### config.mk
export PLATFORM = sky130hd
export DESIGN_NAME = round_robin_ready_queue_core
export DESIGN_NICKNAME = d
export VERILOG_FILES = /design/src/rtl/core/rrq_pkg.sv /design/src/rtl/core/rrq_cell.sv /design/src/rtl/core/round_robin_ready_queue_core.sv
export SDC_FILE = /design/constraint.sdc
export NUM_CORES = 1
export LEC_CHECK = 0
export ABC_AREA = 1
export BUFFER_PORTS_ARGS = -buffer_cell sky130_fd_sc_hd__buf_4
export CAP_MARGIN = 30
export CORE_MARGIN = 2
export CORE_UTILIZATION = 40
export CTS_CLUSTER_SIZE = 30
export DETAILED_ROUTE_END_ITERATION = 12
export PLACE_DENSITY_LB_ADDON = 0.3
export SLEW_MARGIN = 20
export SYNTH_ARGS = -nofsm -noshare
export SYNTH_HDL_FRONTEND = slang
export SYNTH_SLANG_ARGS = --single-unit
### constraint.sdc
create_clock -name clk -period 6.29 [get_ports clk]
set_input_delay 0.3145 -clock clk [delete_from_list [all_inputs] [get_ports clk]]
set_output_delay 0.3145 -clock clk [all_outputs]
set_load 0.05 [all_outputs]
### src/rtl/core/rrq_pkg.sv
// ----------------------------------------------------------------------------
// rrq_pkg
// Shared types and constants for the round-robin ready queue.
// ----------------------------------------------------------------------------
package rrq_pkg;

	localparam int MAX_TASKS_DEF = 16;
	localparam int ID_W          = 8;
	localparam int CMD_W         = 2;
	localparam int STATUS_W      = 2;
	localparam int COUNT_W       = 5;
	localparam int CFG_IDX_W     = 1;
	localparam int CFG_DATA_W    = 8;

	typedef enum logic [CMD_W-1:0] {
		CMD_ADD    = 2'd0,
		CMD_REMOVE = 2'd1,
		CMD_SCHED  = 2'd2,
		CMD_EXIT   = 2'd3
	} cmd_t;

	typedef enum logic [STATUS_W-1:0] {
		ST_OK       = 2'd0,
		ST_FULL     = 2'd1,
		ST_NOTFOUND = 2'd2,
		ST_NOCUR    = 2'd3
	} status_t;

	typedef enum logic [CFG_IDX_W-1:0] {
		REG_ENABLE  = 1'd0,
		REG_IDLE_ID = 1'd1
	} cfg_reg_t;

	typedef enum logic [1:0] {
		S_IDLE,
		S_PASS,
		S_SCHED
	} state_t;

	// control broadcast to every cell of the chain
	typedef struct packed {
		logic            shift;
		logic            we;
		logic [ID_W-1:0] wdata;
	} cell_ctrl_t;

endpackage

### src/rtl/core/rrq_cell.sv
// ----------------------------------------------------------------------------
// rrq_cell
// One slot of the ready queue: holds, takes its right neighbor or is written.
// ----------------------------------------------------------------------------
module rrq_cell (
	input  logic                     clk,
	input  rrq_pkg::cell_ctrl_t      ctrl,
	input  logic                     sel,
	input  logic [rrq_pkg::ID_W-1:0] right_data,
	output logic [rrq_pkg::ID_W-1:0] data
);
	import rrq_pkg::*;

	logic [ID_W-1:0] slot_q;

	always_ff @(posedge clk) begin
		if (ctrl.we && sel) begin
			slot_q <= ctrl.wdata;
		end else if (ctrl.shift) begin
			slot_q <= right_data;
		end
	end

	assign data = slot_q;

endmodule

### src/rtl/core/round_robin_ready_queue_core.sv
// ----------------------------------------------------------------------------
// round_robin_ready_queue_core
// Ready queue of task ids kept compacted in a chain of slot cells, with
// round-robin dispatch of the head.
//
//   channel  | ports                                   | handshake
//   ---------+-----------------------------------------+----------------------
//   command  | command, task_id                        | start & !busy
//   result   | status, switched, from_valid, from_task,| done, one cycle
//            | to_task, queue_count                    |
//   config   | cfg_we, cfg_index, cfg_data             | cfg_we
//
// add and the early-out cases finish in the accept cycle; schedule keeps busy
// high in S_SCHED, remove for a rotation pass in S_PASS and exit for that pass
// then S_SCHED; the pass walks the whole queue through the cell chain one slot
// a cycle. the result beat follows on done the cycle after the work ends.
// reset clears length, current task and config; slots are undefined until written.
// the receiver cannot stall, so busy is set only by the block's own work.
// ----------------------------------------------------------------------------
module round_robin_ready_queue_core #(
	parameter int MAX_TASKS = rrq_pkg::MAX_TASKS_DEF
) (
	input  logic                           clk,
	input  logic                           arst_n,
	input  logic                           start,
	output logic                           busy,
	input  logic [rrq_pkg::CMD_W-1:0]      command,
	input  logic [rrq_pkg::ID_W-1:0]       task_id,
	input  logic                           cfg_we,
	input  logic [rrq_pkg::CFG_IDX_W-1:0]  cfg_index,
	input  logic [rrq_pkg::CFG_DATA_W-1:0] cfg_data,
	output logic                           done,
	output logic [rrq_pkg::STATUS_W-1:0]   status,
	output logic                           switched,
	output logic                           from_valid,
	output logic [rrq_pkg::ID_W-1:0]       from_task,
	output logic [rrq_pkg::ID_W-1:0]       to_task,
	output logic [rrq_pkg::COUNT_W-1:0]    queue_count
);
	import rrq_pkg::*;

	localparam int LW = $clog2(MAX_TASKS + 1);
	localparam int IW = $clog2(MAX_TASKS);

	state_t          state_q, state_d;
	logic [LW-1:0]   len_q, len_d, cnt_q, cnt_d, len_m1;
	logic [ID_W-1:0] cur_q, cur_d, key_q, key_d, idle_q;
	logic            cur_valid_q, cur_valid_d, running_q, running_d;
	logic            found_q, found_d, exit_q, exit_d, enable_q;

	cell_ctrl_t      cctrl;
	logic [IW-1:0]   widx;
	logic [ID_W-1:0] slot [MAX_TASKS];
	logic [ID_W-1:0] head, second, new_head;

	logic            accept, sched_noop, rotate, drop;
	cmd_t            cmd;

	logic            fire;
	status_t         res_status;
	logic            res_sw, res_fv;
	logic [ID_W-1:0] res_ft;
	logic [LW+COUNT_W-1:0] len_ext;

	// slot chain
	for (genvar i = 0; i < MAX_TASKS; i++) begin : g_cell
		logic [ID_W-1:0] right;
		if (i == MAX_TASKS - 1) begin : g_last
			assign right = slot[i];
		end else begin : g_mid
			assign right = slot[i+1];
		end
		rrq_cell u_cell (
			.clk        (clk),
			.ctrl       (cctrl),
			.sel        (widx == IW'(i)),
			.right_data (right),
			.data       (slot[i])
		);
	end

	assign head     = slot[0];
	assign second   = slot[1];
	assign cmd      = cmd_t'(command);
	assign busy     = (state_q != S_IDLE);
	assign accept   = start && !busy;
	assign len_m1   = len_q - 1'b1;

	assign sched_noop = !enable_q || (len_q == '0) ||
		((len_q == LW'(1)) && (head == idle_q) && cur_valid_q && (cur_q == idle_q));
	assign rotate   = cur_valid_q && running_q && (head == cur_q);
	assign new_head = (rotate && (len_q > LW'(1))) ? second : head;
	assign drop     = !found_q && (head == key_q);

	// next state
	always_comb begin
		state_d = state_q;
		case (state_q)
			S_IDLE: begin
				if (accept) begin
					case (cmd)
						CMD_REMOVE: state_d = (len_q != '0) ? S_PASS : S_IDLE;
						CMD_SCHED:  state_d = S_SCHED;
						CMD_EXIT:   state_d = cur_valid_q ? S_PASS : S_IDLE;
						default:    state_d = S_IDLE;
					endcase
				end
			end
			S_PASS: begin
				if (cnt_q == '0) begin
					state_d = exit_q ? S_SCHED : S_IDLE;
				end
			end
			S_SCHED: state_d = S_IDLE;
			default: state_d = S_IDLE;
		endcase
	end

	// datapath control and result
	always_comb begin
		cctrl       = '{shift: 1'b0, we: 1'b0, wdata: head};
		widx        = len_m1[IW-1:0];
		len_d       = len_q;
		cnt_d       = cnt_q;
		key_d       = key_q;
		found_d     = found_q;
		exit_d      = exit_q;
		cur_d       = cur_q;
		cur_valid_d = cur_valid_q;
		running_d   = running_q;
		fire        = 1'b0;
		res_status  = ST_OK;
		res_sw      = 1'b0;
		res_fv      = 1'b0;
		res_ft      = '0;
		case (state_q)
			S_IDLE: begin
				if (accept) begin
					case (cmd)
						CMD_ADD: begin
							fire = 1'b1;
							if (len_q >= LW'(MAX_TASKS)) begin
								res_status = ST_FULL;
							end else begin
								cctrl.we    = 1'b1;
								cctrl.wdata = task_id;
								widx        = len_q[IW-1:0];
								len_d       = len_q + 1'b1;
								if (cur_valid_q && (cur_q == task_id)) begin
									running_d = 1'b0;
								end
							end
						end
						CMD_REMOVE: begin
							key_d   = task_id;
							cnt_d   = len_q;
							found_d = 1'b0;
							exit_d  = 1'b0;
							if (len_q == '0) begin
								fire       = 1'b1;
								res_status = ST_NOTFOUND;
							end
						end
						CMD_EXIT: begin
							if (!cur_valid_q) begin
								fire       = 1'b1;
								res_status = ST_NOCUR;
							end else begin
								running_d = 1'b0;
								key_d     = cur_q;
								cnt_d     = len_q;
								found_d   = 1'b0;
								exit_d    = 1'b1;
							end
						end
						default: ;
					endcase
				end
			end
			S_PASS: begin
				if (cnt_q == '0) begin
					if (!exit_q) begin
						fire       = 1'b1;
						res_status = found_q ? ST_OK : ST_NOTFOUND;
					end
				end else begin
					// pop the head and append it at the tail, dropping the first match
					cctrl.shift = 1'b1;
					cnt_d       = cnt_q - 1'b1;
					if (drop) begin
						found_d = 1'b1;
						len_d   = len_m1;
					end else begin
						cctrl.we = 1'b1;
					end
				end
			end
			S_SCHED: begin
				fire = 1'b1;
				if (!sched_noop) begin
					if (rotate) begin
						cctrl.shift = 1'b1;
						cctrl.we    = 1'b1;
					end
					cur_d       = new_head;
					cur_valid_d = 1'b1;
					running_d   = 1'b1;
					if (!cur_valid_q) begin
						res_sw = 1'b1;
					end else if (cur_q != new_head) begin
						res_sw = 1'b1;
						res_fv = 1'b1;
						res_ft = cur_q;
					end
				end
			end
			default: ;
		endcase
	end

	assign len_ext = {{COUNT_W{1'b0}}, len_d};

	always_ff @(posedge clk or negedge arst_n) begin
		if (!arst_n) begin
			state_q     <= S_IDLE;
			len_q       <= '0;
			cnt_q       <= '0;
			cur_q       <= '0;
			cur_valid_q <= 1'b0;
			running_q   <= 1'b0;
			found_q     <= 1'b0;
			exit_q      <= 1'b0;
			enable_q    <= 1'b0;
			idle_q      <= '0;
			done        <= 1'b0;
		end else begin
			state_q     <= state_d;
			len_q       <= len_d;
			cnt_q       <= cnt_d;
			cur_q       <= cur_d;
			cur_valid_q <= cur_valid_d;
			running_q   <= running_d;
			found_q     <= found_d;
			exit_q      <= exit_d;
			done        <= fire;
			if (cfg_we) begin
				case (cfg_reg_t'(cfg_index))
					REG_ENABLE:  enable_q <= cfg_data[0];
					REG_IDLE_ID: idle_q   <= cfg_data[ID_W-1:0];
					default: ;
				endcase
			end
		end
	end

	// result beat registers and the search key
	always_ff @(posedge clk) begin
		key_q <= key_d;
		if (fire) begin
			status      <= res_status;
			switched    <= res_sw;
			from_valid  <= res_fv;
			from_task   <= res_ft;
			to_task     <= cur_valid_d ? cur_d : '0;
			queue_count <= len_ext[COUNT_W-1:0];
		end
	end

endmodule
==> results.sh, run 1 <==
export IMPL_cellPowerDensity_mw_per_mm2=462
export IMPL_synth_distinct_cells=41
export IMPL_relSlewSlack=0.418
export IMPL_n_antenna_cell=0
export IMPL_reg2reg_depth=11
export IMPL_max_freq_ghz=0.260
export IMPL_stdcell_count=1502
export IMPL_holdPathStages=2
export IMPL_slew_violations=0
export IMPL_timing_hold_ws_ns=0.0818
export IMPL_worst_pin_slew_ns=0.873
export IMPL_setup_tns_final_ns=0
export IMPL_io_buffers=49
export IMPL_clk_insertion_delay_late_ns=0.44
export IMPL_synth_top_cell_area_share=0.468
export IMPL_worst_path_stages=11
export IMPL_cts_sinks=195
export IMPL_final_fill_count=2371
export IMPL_core_rowCount=58
export IMPL_syn2layout_area_growth_pct=12.4
export IMPL_initial_core_util=0.409
export IMPL_grt_pass1_vias=7497
export IMPL_cts_buffers_inserted=17
export IMPL_die_w_um=165
export IMPL_drt_initial_drc_count=669
export IMPL_ys_warn_count=0
export IMPL_ios=50
export IMPL_vias=8131
export IMPL_setup_viol=0
export IMPL_drc=0
export IMPL_grt_overflow=0
export IMPL_drive_above_1_share=0.131
export IMPL_ys_top_cells_by_area="edfxtp_1, nand2_1, dfrtp_1, nand4_1, inv_1"
export IMPL_ys_ff_latch=195
export IMPL_async_reset_ff_frac=0.174
export IMPL_p_leak_nw=4.97
export IMPL_synth_enable_flop_cells=161
export IMPL_path_delay_family="simple AND/OR/NAND/NOR gates"
export IMPL_cp_max_fo=72
export IMPL_cp_slowest_stage_delay_ns=0.64
export IMPL_dieArea_mm2=0.0271
export IMPL_setup_ws_ns=2.44
export IMPL_die_y_um=165
export IMPL_cts_resized=0
export IMPL_grt_first_pass_wirelength_um=39500
export IMPL_place_congestion=0.946
export IMPL_totalWireLength_um=25100
export IMPL_mostFrequentLayoutCell="nand2_1"
export IMPL_track_usage=0.188
export IMPL_postSynthAreaPerCell_um2=9.19
export IMPL_wl_per_cell_um=16.7
export IMPL_dp_slack_ns=2.48
export IMPL_synth_ff_type="edfxtp_1"
export IMPL_layout_nets=1190
export IMPL_final_cell_mix="nand2_1, edfxtp_1, nand4_1"
export IMPL_crit_path_frequent_cell="nand2_4"
export IMPL_holdCritPathClass="in2reg"
export IMPL_grt_max_degree=76
export IMPL_dp_cells=1467
export IMPL_syn_nets=1155
export IMPL_required_ns=6.40
export IMPL_cts_setup_buffers=0
export IMPL_clk_pin_slew_worst_paths_ns=0.07
export IMPL_worstSetupPathType="reg2reg"
export IMPL_cts_tree="built"
export IMPL_peakVddDrop_v=0.000296
export IMPL_end_kind="flip-flop"
export IMPL_dpl_hpwl_um=17100
export IMPL_hold_violations=0
export IMPL_firstDrtPassIters=7
export IMPL_ant_nets=0
export IMPL_synth_top_area_cell="edfxtp_1"
export IMPL_syn_inst=1124
export IMPL_worst_path_buf_inv=3
export IMPL_core_mm2=0.0253
export IMPL_htreeDepth=4
export IMPL_fin_crit_sh=0.611
export IMPL_rsz0062_at_grt="false"
export IMPL_netlist_area_mm2=0.0103
export IMPL_cts_root_buffer="clkbuf_16"
export IMPL_ys_seq_area_frac=0.550
export IMPL_cap_violations=0
export IMPL_antenna_found_initial=0
export IMPL_period_minus_slack_ns=3.85
export IMPL_cpMaxStageDelayCell="nand2_4"
export IMPL_worst_ep_arrival_time_ns=3.95
export IMPL_viasPerCell=5.41
export IMPL_status="finished clean"
export IMPL_path_cells="inv_1, ha_1, nand2_2, nor3_4, nand2_4, inv_2, a21oi_1, nand2_4, buf_4, nand3_2, nand2_1"
export IMPL_fin_skew_ns=0.0156
export IMPL_power_total_mw=5.36
export IMPL_cts_path_max_buffers=2
export IMPL_start_kind="flip-flop"
[layer usage]
layer  part of all wire  track usage  wire, µm  up-vias
met5                  0            0         0        -
met4              0.020       0.0613       493        0
met3              0.070       0.0364      1750       38
met2               0.48        0.312     12000      305
met1               0.43        0.248     10900     3824
li1                   -            -         -     3964
[report_power, final]
group	internal [mW]	switching, mW	leakage (nW)
Combinational	0.550	1.63	2.81
Sequential	1.88	0.194	1.87
Clock	0.540	0.560	0.297
Total	2.97	2.39	4.97
[worst paths after layout]
| kind | start | end | slack (ns) |
|---|---|---|---|
| max | state_q[0] | g_cell[2].u_cell.data[7] | 2.44 |
| min | cfg_we | enable_q | 0.08 |
| max reg2reg | state_q[0] | g_cell[2].u_cell.data[7] | 2.44 |
| min reg2reg | running_q | running_q | 0.50 |
| max in group asynchronous | arst_n | cur_q[5] | 5.59 |
| min in group asynchronous | arst_n | idle_q[5] | 0.37 |
[registers in the layout (all words and copies together) (netlist names), 2 cells and up]
register	flops
g_cell.u_cell.data	128
cur_q	8
from_task	8
idle_q	8
key_q	8
to_task	8
cnt_q	5
len_q	5
queue_count	5
state_q	2
status	2
[cell families (layout without fill, tap and decap cells)]
kind of cell | Yosys count | after routing | synth area share
simple gates | 674 | 674 | 0.315
flops | 195 | 195 | 0.550
compound gates | 88 | 88 | 0.0487
buf+inv | 138 | 186 | 0.0577
xor+xnor | 17 | 17 | 0.0144
fa+ha+maj | 8 | 8 | 0.00969
mux | 4 | 4 | 0.00436
[what timing repair did]
action | in CTS | in global routing
endpoints found under the hold margin | 34 | 0
endpoints found under the setup margin | 0 | 0
hold buffers | 1 | 0
[cells in the mapped netlist, drive strengths merged, types with 2 or more instances]
library cell	count
nand2	415
edfxtp	161
nand4	135
inv	90
nor2	70
nand3	45
o21ai	44
dfrtp	34
buf	24
clkbuf	24
a21oi	14
xor2	13
o22ai	12
o211ai	9
ha	8
nor3	5
mux2	4
xnor2	4
a31oi	3
nor4	2
o31ai	2
[metrics by stage]
stage	instance area [µm²]	util
final	11600	0.460
after CTS	11600	0.459
after detailed placement	11000	0.434
after floorplan	10300	-
after global placement	11000	0.434
after global routing	11600	0.460
[layout make-up]
cell class              instances  area [µm²]  area share
inverters                      90         340      0.0293
well taps                     330         413      0.0356
clock inverters                15         180      0.0155
repair buffers                 64         500      0.0431
multi-input cells             791        4070       0.350
clock buffers                  17         425      0.0366
flip-flops and latches        195        5690       0.490
Note: power is estimated with default switching activity, not from simulation.
==> run 2: changes to the inputs <==
Settings changed: ABC_AREA 1 to 0.
Clock period 6.29 ns to 3.42 ns, I/O delays scaled along.
==> results.sh, run 2 <==
export IMPL_dp_slack_ns=0.151
export IMPL_drt_initial_drc_count=683
export IMPL_die_y_um=162
export IMPL_ys_top_cells_by_area="edfxtp_1, dfrtp_1, o22a_1, a2bb2oi_1, nand2_1"
export IMPL_hold_violations=0
export IMPL_period_minus_slack_ns=3.26
export IMPL_ys_seq_area_frac=0.569
export IMPL_htreeDepth=4
export IMPL_dpl_hpwl_um=19800
export IMPL_grt_max_degree=36
export IMPL_largest_register_ffs=128
export IMPL_grt_overflow=0
export IMPL_startpoint="state_q[0]"
export IMPL_ios=50
export IMPL_totalWireLength_um=27200
export IMPL_viasPerCell=5.83
export IMPL_p_leak_nw=4.35
export IMPL_synth_top_area_cell="edfxtp_1"
export IMPL_clk_insertion_delay_late_ns=0.45
export IMPL_postSynthAreaPerCell_um2=12.1
export IMPL_grt_pass1_vias=7134
export IMPL_io_buffers=49
export IMPL_final_fill_count=2194
export IMPL_met2_usage=0.336
export IMPL_track_usage=0.210
export IMPL_comb_power_share=0.405
export IMPL_cts_tree="built"
export IMPL_n_antenna_cell=0
export IMPL_setup_viol=0
export IMPL_start_kind="flip-flop"
export IMPL_core_rowCount=57
export IMPL_initial_core_util=0.409
export IMPL_drive_above_1_share=0.227
export IMPL_required_ns=3.49
export IMPL_final_area_mm2=0.0117
export IMPL_regToRegSetupSlack_ns=0.16
export IMPL_ant_nets=0
export IMPL_multi_input_area_mm2=0.00386
export IMPL_wl_per_cell_um=21.6
export IMPL_cap_violations=0
export IMPL_clk_pin_slew_worst_paths_ns=0.08
export IMPL_cts_setup_buffers=0
export IMPL_async_reset_ff_frac=0.174
export IMPL_dieArea_mm2=0.0263
export IMPL_placed_cell_area_mm2=0.0110
export IMPL_yosys_top_cells_count="edfxtp_1, nand2_1, o22a_1"
export IMPL_stdcell_count=1257
export IMPL_worst_pin_slew_ns=0.848
export IMPL_rr_startpoint="state_q[0]"
export IMPL_grtUsageMet3=0.0291
export IMPL_grt_busiest_layer="met2"
export IMPL_syn2layout_area_growth_pct=17.2
export IMPL_worst_ep_arrival_time_ns=3.34
export IMPL_worstHoldStart="command[1]"
export IMPL_p_int_mw=5.70
export IMPL_reg2reg_depth=9
export IMPL_place_congestion=0.933
export IMPL_fin_skew_ns=0.0147
export IMPL_syn_inst=826
export IMPL_fin_crit_sh=0.954
export IMPL_setup_ws_ns=0.156
export IMPL_syn_nets=857
export IMPL_yosysMostFrequentCell="edfxtp_1"
export IMPL_antenna_found_initial=0
export IMPL_rr_endpoint="g_cell[0].u_cell.data[2]"
export IMPL_ys_ff_latch=195
export IMPL_ys_warn_count=0
export IMPL_use_met1=0.294
export IMPL_p_switching_mw=3.86
export IMPL_layout_nets=951
export IMPL_swShare=0.404
export IMPL_timing_hold_ws_ns=0.0558
export IMPL_status="finished clean"
export IMPL_die_w_um=162
export IMPL_worstSetupPathType="reg2reg"
export IMPL_core_mm2=0.0245
export IMPL_relSlewSlack=0.435
export IMPL_holdPathEnd="exit_q"
export IMPL_p_seq_frac=0.383
export IMPL_final_cell_mix="edfxtp_1, buf_4, nand2_1"
export IMPL_rsz0062_at_grt="false"
export IMPL_synth_top_cell_area_share=0.483
export IMPL_dp_cells=1214
export IMPL_cts_root_buffer="clkbuf_16"
export IMPL_peakVddDrop_v=0.000383
export IMPL_cellPowerDensity_mw_per_mm2=817
export IMPL_cp_slowest_stage_delay_ns=0.55
export IMPL_holdPathStages=3
export IMPL_vias=7324
export IMPL_netlist_area_mm2=0.0100
export IMPL_synth_ff_type="edfxtp_1"
export IMPL_power_frac_clock=0.211
export IMPL_mostFrequentLayoutCell="edfxtp_1"
export IMPL_grt_first_pass_wirelength_um=41700
export IMPL_path_cells="inv_1, ha_1, and4bb_1, a211oi_1, a311o_1, buf_4, or2_4, and2_4, o21ai_1"
export IMPL_synth_distinct_cells=78
export IMPL_cp_max_fo=11
export IMPL_cts_sinks=195
export IMPL_slew_violations=0
export IMPL_ff_latch_area_mm2=0.00569
export IMPL_cpMaxStageDelayCell="o21ai_1"
export IMPL_drc=0
export IMPL_firstDrtPassIters=8
export IMPL_synth_enable_flop_cells=161
export IMPL_holdCritPathClass="in2reg"
export IMPL_end_kind="flip-flop"
export IMPL_cts_buffers_inserted=17
export IMPL_cts_path_max_buffers=2
export IMPL_max_freq_ghz=0.306
[run 2: cell types whose count changed after synthesis, sizes merged, moves of 19 or more]
| cell | change |
|---|---|
| nand3 | -27 |
| o22a | +68 |
| nand2 | -346 |
| a2bb2oi | +42 |
| nor2 | -33 |
| o21ai | -19 |
| nand4 | -129 |
| inv | -50 |
| a21oi | +28 |
| mux2i | +19 |
[run 2: worst max-delay path, delay by kind of cell, from the launching register on]
kind	cells	cell delay, ns
flip-flops	1	0.42
buffers and inverters	2	0.32
AO/OA/AOI/OAI	3	1.09
AND/OR/NAND/NOR	3	0.85
adder cells (fa/ha/maj)	1	0.21
[run 2: power groups by stage]
stage,registers [mW],clock network [mW],logic [mW]
after floorplan,3.97,0,2.27
after global placement,3.70,0,3.76
after detailed placement,3.71,0,3.78
after CTS,3.67,2.05,3.81
after global routing,3.72,2.13,4.17
final,3.67,2.02,3.88
[run 2: routing by layer]
metal	routed length, µm	part of all wire
met1	11800	0.43
met3	1830	0.067
met2	12600	0.46
met4	954	0.035
met5	0	0
[run 2: through the flow]
| step | utilization | total power, mW | TNS, ns |
|---|---|---|---|
| final | 0.479 | 9.57 | 0 |
| after global routing | 0.479 | 10.0 | 0 |
| after CTS | 0.478 | 9.53 | 0 |
| after detailed placement | 0.450 | 7.49 | 0 |
| after global placement | 0.450 | 7.46 | -0.143 |
| after floorplan | - | 6.24 | 0 |
[run 2: kinds of logic (layout without fill, tap and decap cells)]
group / count (synthesis) / count (layout) / share of synthesized area
mux: 35 / 35 / 0.0370
simple gates: 202 / 202 / 0.105
flops: 195 / 195 / 0.569
compound gates: 261 / 261 / 0.205
fa+ha+maj: 8 / 8 / 0.0100
xor+xnor: 30 / 30 / 0.0270
buf+inv: 95 / 202 / 0.0470
[run 2: layout make-up]
type,instances,area share
clock buffers,17,0.0363
multi-input cells,536,0.329
inverters,42,0.0135
well taps,324,0.0346
repair buffers,128,0.0862
clock inverters,15,0.0147
flip-flops and latches,195,0.485
[run 2: repair_timing]
item / CTS / global route
hold buffers: 9 / 0
hold endpoints to repair: 43 / 0
setup endpoints to repair: 0 / 24
gates resized for setup: 0 / 3
[run 2: how the worst max path moves through the flow]
stage                          endpoint  slack, ns
3_3_place_gp   g_cell[9].u_cell.data[6]      -0.02
3_5_place_dp   g_cell[8].u_cell.data[6]       0.15
4_1_cts        g_cell[8].u_cell.data[0]       0.06
5_1_grt        g_cell[0].u_cell.data[3]       0.02
6_report       g_cell[0].u_cell.data[2]       0.16
2_1_floorplan              from_task[0]       0.13
